## src/rtl/hrqp_pkg.sv

```systemverilog
package hrqp_pkg;

  localparam int unsigned QueueDepth = 16;
  localparam int unsigned PtrW = (QueueDepth > 1) ? $clog2(QueueDepth) : 1;
  localparam int unsigned CntW = $clog2(QueueDepth + 1);

  localparam logic [2:0] FuncKeyboard = 3'd0;
  localparam logic [2:0] FuncMouse    = 3'd1;
  localparam logic [2:0] FuncConsumer = 3'd2;
  localparam logic [2:0] FuncRelease  = 3'd3;
  localparam logic [2:0] FuncTick     = 3'd4;

  localparam logic [9:0] RateReset = 10'd1000;
  localparam logic [9:0] Rate125   = 10'd125;
  localparam logic [9:0] Rate250   = 10'd250;
  localparam logic [9:0] Rate500   = 10'd500;
  localparam logic [9:0] Rate1000  = 10'd1000;

  localparam logic signed [8:0] ClampHi = 9'sd127;
  localparam logic signed [8:0] ClampLo = -9'sd127;

  typedef struct packed {
    logic [2:0]        func;
    logic [63:0]       keyboard_report;
    logic [7:0]        mouse_buttons;
    logic signed [7:0] mouse_dx;
    logic signed [7:0] mouse_dy;
    logic signed [7:0] mouse_wheel;
    logic [15:0]       consumer_usage;
    logic [15:0]       elapsed_ticks;
    logic              usb_configured;
    logic              keyboard_ready;
    logic              mouse_ready;
    logic              consumer_ready;
  } in_t;

  typedef struct packed {
    logic              keyboard_sent;
    logic [63:0]       sent_keyboard_report;
    logic              mouse_sent;
    logic [7:0]        sent_buttons;
    logic signed [7:0] sent_dx;
    logic signed [7:0] sent_dy;
    logic signed [7:0] sent_wheel;
    logic              consumer_sent;
    logic [15:0]       sent_consumer_usage;
  } out_t;

  typedef struct packed {
    logic load;
    logic commit;
  } cmd_t;

  function automatic logic [PtrW-1:0] wrap_add(input logic [PtrW-1:0] a,
                                               input logic [CntW-1:0] b);
    logic [CntW:0] s;
    s = {{(CntW + 1 - PtrW){1'b0}}, a} + {1'b0, b};
    if (s >= (CntW + 1)'(QueueDepth)) begin
      s = s - (CntW + 1)'(QueueDepth);
    end
    return s[PtrW-1:0];
  endfunction

endpackage

```

## src/rtl/hrqp_ram.sv

```systemverilog
module hrqp_ram #(
  parameter int unsigned Width = 8,
  parameter int unsigned Depth = 16
) (
  input  logic                                     clk_i,
  input  logic                                     we_i,
  input  logic [((Depth > 1) ? $clog2(Depth) : 1)-1:0] waddr_i,
  input  logic [Width-1:0]                         wdata_i,
  input  logic                                     re_i,
  input  logic [((Depth > 1) ? $clog2(Depth) : 1)-1:0] raddr_i,
  output logic [Width-1:0]                         rdata_o
);

  logic [Width-1:0] mem_q [Depth];
  logic [Width-1:0] rdata_q;

  always_ff @(posedge clk_i) begin
    if (we_i) begin
      mem_q[waddr_i] <= wdata_i;
    end
    if (re_i) begin
      rdata_q <= mem_q[raddr_i];
    end
  end

  assign rdata_o = rdata_q;

endmodule

```

## src/rtl/hrqp_ctrl.sv

```systemverilog
module hrqp_ctrl
  import hrqp_pkg::*;
(
  input  logic clk_i,
  input  logic rst_ni,
  input  logic in_valid_i,
  output logic in_ready_o,
  output logic out_valid_o,
  input  logic out_ready_i,
  output cmd_t cmd_o
);

  typedef enum logic {
    StIdle,
    StExec
  } state_e;

  state_e state_q;
  logic   out_valid_q;
  logic   can_commit;

  assign in_ready_o  = (state_q == StIdle);
  assign can_commit  = (state_q == StExec) && (!out_valid_q || out_ready_i);
  assign cmd_o.load   = in_valid_i && in_ready_o;
  assign cmd_o.commit = can_commit;
  assign out_valid_o = out_valid_q;

  always_ff @(posedge clk_i or negedge rst_ni) begin
    if (!rst_ni) begin
      state_q     <= StIdle;
      out_valid_q <= 1'b0;
    end else begin
      unique case (state_q)
        StIdle: begin
          if (in_valid_i) begin
            state_q <= StExec;
          end
          if (out_ready_i) begin
            out_valid_q <= 1'b0;
          end
        end
        StExec: begin
          if (can_commit) begin
            state_q     <= StIdle;
            out_valid_q <= 1'b1;
          end
        end
        default: begin
          state_q <= StIdle;
        end
      endcase
    end
  end

endmodule

```

## src/rtl/hrqp_dp.sv

```systemverilog
module hrqp_dp
  import hrqp_pkg::*;
(
  input  logic       clk_i,
  input  logic       rst_ni,
  input  cmd_t       cmd_i,
  input  in_t        in_data_i,
  input  logic       cfg_we_i,
  input  logic [9:0] cfg_wdata_i,
  output out_t       out_data_o
);

  in_t            item_q;
  out_t           out_q, out_d;
  logic [PtrW-1:0] kb_head_q, kb_head_d, ms_head_q, ms_head_d, cc_head_q, cc_head_d;
  logic [CntW-1:0] kb_cnt_q, kb_cnt_d, ms_cnt_q, ms_cnt_d, cc_cnt_q, cc_cnt_d;
  logic [14:0]     phase_q, phase_d;
  logic [9:0]      rate_q;

  logic            kb_full, ms_full, cc_full;
  logic [PtrW-1:0] kb_slot, ms_slot, cc_slot, ms_raddr;
  logic [63:0]     kb_rdata, kb_wdata;
  logic [31:0]     ms_rdata, ms_wdata;
  logic [15:0]     cc_rdata, cc_wdata;
  logic            kb_we, ms_we, cc_we;
  logic [PtrW-1:0] kb_waddr, ms_waddr, cc_waddr;
  logic [25:0]     prod;
  logic [26:0]     phase_sum;
  logic            rate_ok;

  function automatic logic [7:0] clamp_add(input logic [7:0] a, input logic [7:0] b);
    logic signed [8:0] s;
    s = $signed({a[7], a}) + $signed({b[7], b});
    if (s > ClampHi) begin
      s = ClampHi;
    end else if (s < ClampLo) begin
      s = ClampLo;
    end
    return s[7:0];
  endfunction

  assign kb_full = (kb_cnt_q == CntW'(QueueDepth));
  assign ms_full = (ms_cnt_q == CntW'(QueueDepth));
  assign cc_full = (cc_cnt_q == CntW'(QueueDepth));
  assign kb_slot = kb_full ? wrap_add(kb_head_q, CntW'(QueueDepth - 1)) :
                   wrap_add(kb_head_q, kb_cnt_q);
  assign ms_slot = ms_full ? wrap_add(ms_head_q, CntW'(QueueDepth - 1)) :
                   wrap_add(ms_head_q, ms_cnt_q);
  assign cc_slot = cc_full ? wrap_add(cc_head_q, CntW'(QueueDepth - 1)) :
                   wrap_add(cc_head_q, cc_cnt_q);
  assign ms_raddr = (in_data_i.func == FuncMouse) ? ms_slot : ms_head_q;

  hrqp_ram #(.Width(64), .Depth(QueueDepth)) u_kb_ram (
    .clk_i, .we_i(kb_we), .waddr_i(kb_waddr), .wdata_i(kb_wdata),
    .re_i(cmd_i.load), .raddr_i(kb_head_q), .rdata_o(kb_rdata)
  );
  hrqp_ram #(.Width(32), .Depth(QueueDepth)) u_ms_ram (
    .clk_i, .we_i(ms_we), .waddr_i(ms_waddr), .wdata_i(ms_wdata),
    .re_i(cmd_i.load), .raddr_i(ms_raddr), .rdata_o(ms_rdata)
  );
  hrqp_ram #(.Width(16), .Depth(QueueDepth)) u_cc_ram (
    .clk_i, .we_i(cc_we), .waddr_i(cc_waddr), .wdata_i(cc_wdata),
    .re_i(cmd_i.load), .raddr_i(cc_head_q), .rdata_o(cc_rdata)
  );

  assign prod      = {10'd0, item_q.elapsed_ticks} * {16'd0, rate_q};
  assign phase_sum = {12'd0, phase_q} + {1'b0, prod};
  assign rate_ok   = (cfg_wdata_i == Rate125) || (cfg_wdata_i == Rate250) ||
                     (cfg_wdata_i == Rate500) || (cfg_wdata_i == Rate1000);

  always_comb begin
    kb_head_d = kb_head_q;
    ms_head_d = ms_head_q;
    cc_head_d = cc_head_q;
    kb_cnt_d  = kb_cnt_q;
    ms_cnt_d  = ms_cnt_q;
    cc_cnt_d  = cc_cnt_q;
    phase_d   = phase_q;
    out_d     = '0;
    kb_we     = 1'b0;
    ms_we     = 1'b0;
    cc_we     = 1'b0;
    kb_waddr  = kb_slot;
    ms_waddr  = ms_slot;
    cc_waddr  = cc_slot;
    kb_wdata  = item_q.keyboard_report;
    cc_wdata  = item_q.consumer_usage;
    ms_wdata  = {item_q.mouse_wheel, item_q.mouse_dy, item_q.mouse_dx,
                 item_q.mouse_buttons};
    if (ms_full) begin
      ms_wdata = {clamp_add(ms_rdata[31:24], item_q.mouse_wheel),
                  clamp_add(ms_rdata[23:16], item_q.mouse_dy),
                  clamp_add(ms_rdata[15:8], item_q.mouse_dx),
                  item_q.mouse_buttons};
    end
    if (cmd_i.commit) begin
      unique case (item_q.func)
        FuncKeyboard: begin
          kb_we = 1'b1;
          if (!kb_full) kb_cnt_d = kb_cnt_q + CntW'(1);
        end
        FuncMouse: begin
          ms_we = 1'b1;
          if (!ms_full) ms_cnt_d = ms_cnt_q + CntW'(1);
        end
        FuncConsumer: begin
          cc_we = 1'b1;
          if (!cc_full) cc_cnt_d = cc_cnt_q + CntW'(1);
        end
        FuncRelease: begin
          kb_we     = 1'b1;
          ms_we     = 1'b1;
          cc_we     = 1'b1;
          kb_waddr  = '0;
          ms_waddr  = '0;
          cc_waddr  = '0;
          kb_wdata  = '0;
          ms_wdata  = '0;
          cc_wdata  = '0;
          kb_head_d = '0;
          ms_head_d = '0;
          cc_head_d = '0;
          kb_cnt_d  = CntW'(1);
          ms_cnt_d  = CntW'(1);
          cc_cnt_d  = CntW'(1);
        end
        FuncTick: begin
          if (!item_q.usb_configured) begin
            phase_d = '0;
          end else begin
            phase_d = phase_sum[14:0];
            if (phase_sum[26:15] != '0) begin
              if (kb_cnt_q != '0 && item_q.keyboard_ready) begin
                out_d.keyboard_sent        = 1'b1;
                out_d.sent_keyboard_report = kb_rdata;
                kb_head_d = wrap_add(kb_head_q, CntW'(1));
                kb_cnt_d  = kb_cnt_q - CntW'(1);
              end
              if (ms_cnt_q != '0 && item_q.mouse_ready) begin
                out_d.mouse_sent   = 1'b1;
                out_d.sent_buttons = ms_rdata[7:0];
                out_d.sent_dx      = ms_rdata[15:8];
                out_d.sent_dy      = ms_rdata[23:16];
                out_d.sent_wheel   = ms_rdata[31:24];
                ms_head_d = wrap_add(ms_head_q, CntW'(1));
                ms_cnt_d  = ms_cnt_q - CntW'(1);
              end
              if (cc_cnt_q != '0 && item_q.consumer_ready) begin
                out_d.consumer_sent       = 1'b1;
                out_d.sent_consumer_usage = cc_rdata;
                cc_head_d = wrap_add(cc_head_q, CntW'(1));
                cc_cnt_d  = cc_cnt_q - CntW'(1);
              end
            end
          end
        end
        default: begin
        end
      endcase
    end
  end

  always_ff @(posedge clk_i or negedge rst_ni) begin
    if (!rst_ni) begin
      kb_head_q <= '0;
      ms_head_q <= '0;
      cc_head_q <= '0;
      kb_cnt_q  <= '0;
      ms_cnt_q  <= '0;
      cc_cnt_q  <= '0;
      phase_q   <= '0;
      rate_q    <= RateReset;
    end else begin
      kb_head_q <= kb_head_d;
      ms_head_q <= ms_head_d;
      cc_head_q <= cc_head_d;
      kb_cnt_q  <= kb_cnt_d;
      ms_cnt_q  <= ms_cnt_d;
      cc_cnt_q  <= cc_cnt_d;
      phase_q   <= phase_d;
      if (cfg_we_i && rate_ok) begin
        rate_q  <= cfg_wdata_i;
        phase_q <= '0;
      end
    end
  end

  always_ff @(posedge clk_i) begin
    if (cmd_i.load) begin
      item_q <= in_data_i;
    end
    if (cmd_i.commit) begin
      out_q <= out_d;
    end
  end

  assign out_data_o = out_q;

endmodule

```

## src/rtl/hid_report_queue_pacer_unit.sv

```systemverilog
// Report queue and pacer for keyboard, mouse and consumer-control reports.
// Input transactions carry one command: queue a keyboard, mouse or consumer
// report, release all keys, or a timer tick that may pop one report of each
// kind toward the host side. Each input transaction yields exactly one output
// transaction holding the popped reports and their sent flags.
// An accepted transaction is latched, the queue memories are read in the same
// cycle, and the update and result are committed in the state after, once the
// output register is free or being taken. A new transaction is taken only
// after the previous one is committed, since the registered read of the
// queue memories comes ahead of the read-modify-write of the newest mouse entry.
// The output register holds its result until the receiver takes it. A
// stalled receiver holds the next commit back, but a new input is still
// accepted while the previous result waits.
// The poll rate register is written with cfg_we_i; only 125, 250, 500 and
// 1000 are taken, and a taken write clears the phase. Reset empties all
// queues, clears the phase and sets the rate to 1000. Queue memories need
// no clearing pass.
module hid_report_queue_pacer_unit
  import hrqp_pkg::*;
(
  input  logic       clk_i,
  input  logic       rst_ni,
  input  logic       in_valid_i,
  output logic       in_ready_o,
  input  in_t        in_data_i,
  output logic       out_valid_o,
  input  logic       out_ready_i,
  output out_t       out_data_o,
  input  logic       cfg_we_i,
  input  logic [9:0] cfg_wdata_i
);

  cmd_t cmd;

  hrqp_ctrl u_ctrl (
    .clk_i, .rst_ni, .in_valid_i, .in_ready_o, .out_valid_o, .out_ready_i,
    .cmd_o(cmd)
  );

  hrqp_dp u_dp (
    .clk_i, .rst_ni, .cmd_i(cmd), .in_data_i, .cfg_we_i, .cfg_wdata_i,
    .out_data_o
  );

endmodule

```

## config.mk

```make
export PLATFORM = sky130hd
export DESIGN_NAME = hid_report_queue_pacer_unit
export DESIGN_NICKNAME = d
export VERILOG_FILES = /design/src/rtl/hrqp_pkg.sv /design/src/rtl/hrqp_ram.sv /design/src/rtl/hrqp_ctrl.sv /design/src/rtl/hrqp_dp.sv /design/src/rtl/hid_report_queue_pacer_unit.sv
export SDC_FILE = /design/constraint.sdc
export NUM_CORES = 2
export LEC_CHECK = 0
export BUFFER_PORTS_ARGS = -buffer_cell sky130_fd_sc_hd__buf_2
export CAP_MARGIN = 20
export CORE_ASPECT_RATIO = 1.75
export CORE_MARGIN = 5
export CORE_UTILIZATION = 55
export CTS_CLUSTER_DIAMETER = 30
export DETAILED_ROUTE_END_ITERATION = 8
export PLACE_DENSITY = 0.74
export SKIP_LAST_GASP = 1
export SYNTH_ARGS = -nofsm -noshare
export SYNTH_HDL_FRONTEND = slang
export SYNTH_SLANG_ARGS = --single-unit
```

## constraint.sdc

```tcl
create_clock -name clk_i -period 11.3 [get_ports clk_i]
set_input_delay 3.39 -clock clk_i [delete_from_list [all_inputs] [get_ports clk_i]]
set_output_delay 3.39 -clock clk_i [all_outputs]
set_load 0.05 [all_outputs]
```

==> flow_summary.toml <==
[sta]
max_freq_mhz = 132.9
fin_tns_setup_ns = 0
worst_slack_ns = 3.775
period_share = 0.6659
rsz0062_at_grt = "no"
hold_violations = 0
final_max_slew_viol_count = 0
finalSetupViolations = 0
slew_headroom = 0.1784
worst_pin_slew_ns = 1.232
finClkSkew_ns = 0.06048
period_needed_ns = 7.525

[die]
rows = 198
fp.dieArea_mm2 = 0.1760
die_y_um = 551.2
start_util = 0.5529
num_io_pins = 267
die_w_um = 319.2
core_mm2 = 0.1665

[worst_setup_path]
critical_path_required_ns = 11.86
critPathMaxStageDelay_ns = 0.74
path_delay_family = "adder cells"
crit_type = "register to register"
r2r_slack_ns = 3.78
cp-start-kind = "register"
crit_top_cell = "fa_1"
slowest_stage = "dfrtp_1"
path_buf_inv = 4
worst_setup_path_end_kind = "register"
cp_max_fo = 65
arrival_ns = 8.08
crit_path_cell_trace = "nand2_1 -> fa_1 -> inv_1 -> fa_1 -> fa_1 -> fa_1 -> inv_1 -> fa_1 -> inv_1 -> ha_1 -> a21oi_1 -> o21ai_0 -> a21o_1 -> a211o_1 -> a2111o_1 -> or4_1 -> nor4_2 -> and3_1 -> nor3_2 -> buf_4 -> and2_1"

[clocking]
clk_latency_ns = 0.84
root_buffer = "clkbuf_16"
cts_resized = 0
tritoncts = "yes"
postCtsSetupRepairBufs = 0
h-tree-depth = 5
numCtsBuffers = 280
clk_pin_slew_ns = 0.06
cts.sinks = 2208
cts_buffer_depth = 4
ctsHoldBuffers = 0

[detailed_routing]
postRouteWirelength_um = 217000
drtIter0Drc = 5117
routedWlPerCell_um = 25.70
routed_via_density = 6.114
ant_nets = 0
drc = 0
drt_pass1_iterations = 6
dr_total_vias = 51620

[grt]
grt_pass1_vias = 53440
grt_start_max_net_pins = 226
grt_first_pass_wirelength_um = 325700
grt_use_total = 0.2426
grt_antenna_before_repair = 13
overflow = 0

[logic_synthesis]
synthCells = 5661
synth_edf_count = 2154
ys_ff_latch = 2208
syn_nets = 6059
postSynth.asyncResetShare = 0.02446
synth.cell_area_mm2 = 0.09205
syn_area_per_cell_um2 = 16.26
ys_seq_area_frac = 0.7175
ys_types = 68
yosys_warnings = 0
synth_ff_type = "edfxtp_1"

[job]
maxCapViolCount = 0

[place]
post-dp-hpwl_um = 122200
place_ws_ns = 3.715
gp_congestion = 0.8745
io_buffer_count = 266

[layout]
fill_cells = 11390
area_growth_pct = 15.20
drive_above_1_share = 0.1885
fin_nets = 6420

[min_path]
hp-class = "register to register"

[power_and_ir_drop]
cellLeakagePower_nw = 36.57
irDropWorstVdd_mv = 0.1962
power.density_mw_per_mm2 = 240.6

[run_status]
run_status = "finished clean"
[state kept, by name, indices dropped and copies added, names as in the netlist, 5 cells and up]
register,count
u_dp.out_data_o,115
u_dp.u_ms_ram.rdata_o,32
u_dp.u_kb_ram.mem_q,1024
u_dp.rate_q,10
u_dp.ms_cnt_q,5
u_dp.phase_q,15
u_dp.u_cc_ram.rdata_o,16
u_dp.u_kb_ram.rdata_o,64
u_dp.u_cc_ram.mem_q,256
u_dp.cc_cnt_q,5
u_dp.kb_cnt_q,5
u_dp.item_q,135
u_dp.u_ms_ram.mem_q,512
[power by group]
group | internal, mW | switching, mW | leakage, nW | total, mW
Sequential | 10.3 | 0.406 | 20.3 | 10.7
Combinational | 1.97 | 3.81 | 11.7 | 5.78
Clock | 5.39 | 3.63 | 4.64 | 9.02
[final timing paths]
kind | startpoint | end | cells after the start
min in group asynchronous | rst_ni | u_dp.rate_q[1] | 1
worst min register to register | u_dp.u_kb_ram.rdata_o[7] | u_dp.out_data_o[57] | 1
worst max register to register | u_dp.rate_q[1] | u_dp.out_data_o[93] | 21
worst min-delay path | u_dp.u_kb_ram.rdata_o[7] | u_dp.out_data_o[57] | 1
max in group asynchronous | rst_ni | u_dp.kb_head_q[0] | 2
worst max-delay path | u_dp.rate_q[1] | u_dp.out_data_o[93] | 21
[final cells by class]
cell class | instances | area (um^2) | share of cell area
clock buffer | 302 | 7227 | 0.06816
clock inverter | 198 | 2387 | 0.02251
inverter | 179 | 676.9 | 0.006384
antenna | 4 | 10.01 | 0.00009440
timing repair buffer | 384 | 2414 | 0.02276
multi-input combinational | 2969 | 24510 | 0.2311
sequential | 2208 | 66060 | 0.6230
tap | 2200 | 2753 | 0.02596
[stage by stage]
stage            util  power [mW]  hold WS, ns  cell area [um^2]  cells
2_1_floorplan       -       14.89       0.4732             92050   5661
3_3_place_gp   0.5774       16.45       0.4903             96130   7922
3_5_place_dp   0.5786       16.61       0.4977             96320   7931
4_1_cts        0.6363       25.63       0.4965            105900   8431
5_1_grt        0.6369       26.56       0.5183            106000   8441
6_report       0.6369       25.51       0.4956            106000   8444
[layout by cell type, fill, tap and decap left out, types with 26 or more instances in the layout]
master / count
a221oi_1: 81
mux4_2: 160
buf_2: 266
nor2_1: 76
clkbuf_16: 286
xnor2_1: 31
a211oi_1: 164
nor2_4: 32
inv_1: 178
and2_1: 437
a21oi_1: 215
mux2i_1: 255
inv_6: 49
ha_1: 113
edfxtp_1: 2154
a22oi_1: 83
o21ai_0: 211
mux2_2: 89
fa_1: 135
a311oi_1: 66
a31oi_1: 81
nand2_1: 494
dfrtp_1: 43
buf_4: 104
bufinv_16: 26
[per-layer routing]
metal | GRT usage | share of wire | vias to the layer above
met5 | 0 | 0.00026 | -
met4 | 0.08257 | 0.033 | 8
met3 | 0.04100 | 0.073 | 485
met2 | 0.4301 | 0.52 | 2301
met1 | 0.3060 | 0.37 | 26270
li1 | - | - | 22560
[synthesized netlist by cell type, drive strengths merged, types with 3 or more instances]
library cell  count  area share
edfxtp         2154        0.70
nand2           496       0.020
and2            439       0.030
clkbuf          265       0.011
mux2i           259       0.028
a21oi           217       0.012
o21ai           214       0.012
inv             178      0.0073
a211oi          165       0.013
mux4            160       0.039
fa              135       0.029
ha              113       0.015
nor2            109      0.0044
mux2             90       0.011
a22oi            83      0.0068
a221oi           82      0.0080
a31oi            81      0.0055
a311oi           66      0.0063
dfrtp            48       0.013
buf              40      0.0021
xnor2            31      0.0029
a21o             24      0.0020
a22o             22      0.0021
nor3             19      0.0010
xor2             19      0.0018
nand2b           18      0.0012
nand3            15     0.00082
nor2b            11     0.00075
nand4             9     0.00061
o211ai            9     0.00073
nor4              8     0.00061
o21a              8     0.00065
dfstp             6      0.0017
o221a             6     0.00073
or3               6     0.00041
nand3b            5     0.00041
o21bai            5     0.00041
o22ai             5     0.00034
or4               5     0.00041
and3              4     0.00027
a211o             3     0.00029
o31ai             3     0.00024
o41ai             3     0.00029
or2               3     0.00020
[logic make-up (layout without fill, tap and decap cells)]
group / Yosys count / in the layout / share of synthesized area
XOR/XNOR: 50 / 50 / 0.004758
AO/OA/AOI/OAI: 1007 / 1007 / 0.07244
multiplexers: 509 / 509 / 0.07832
adder cells (fa/ha/maj): 249 / 249 / 0.04483
flip-flops: 2208 / 2208 / 0.7175
other: 0 / 4 / 0
AND/OR/NAND/NOR: 1154 / 1154 / 0.06192
buffers and inverters: 484 / 1063 / 0.02025
[worst register-to-register path, delay by kind of cell (launching register included)]
family	cells	cell delay [ns]
AO/OA/AOI/OAI	5	1.38
flip-flops	1	0.74
AND/OR/NAND/NOR	6	1.75
adder cells (fa/ha/maj)	6	2.90
buffers and inverters	4	0.47
Note: power is estimated with default switching activity, not from simulation.
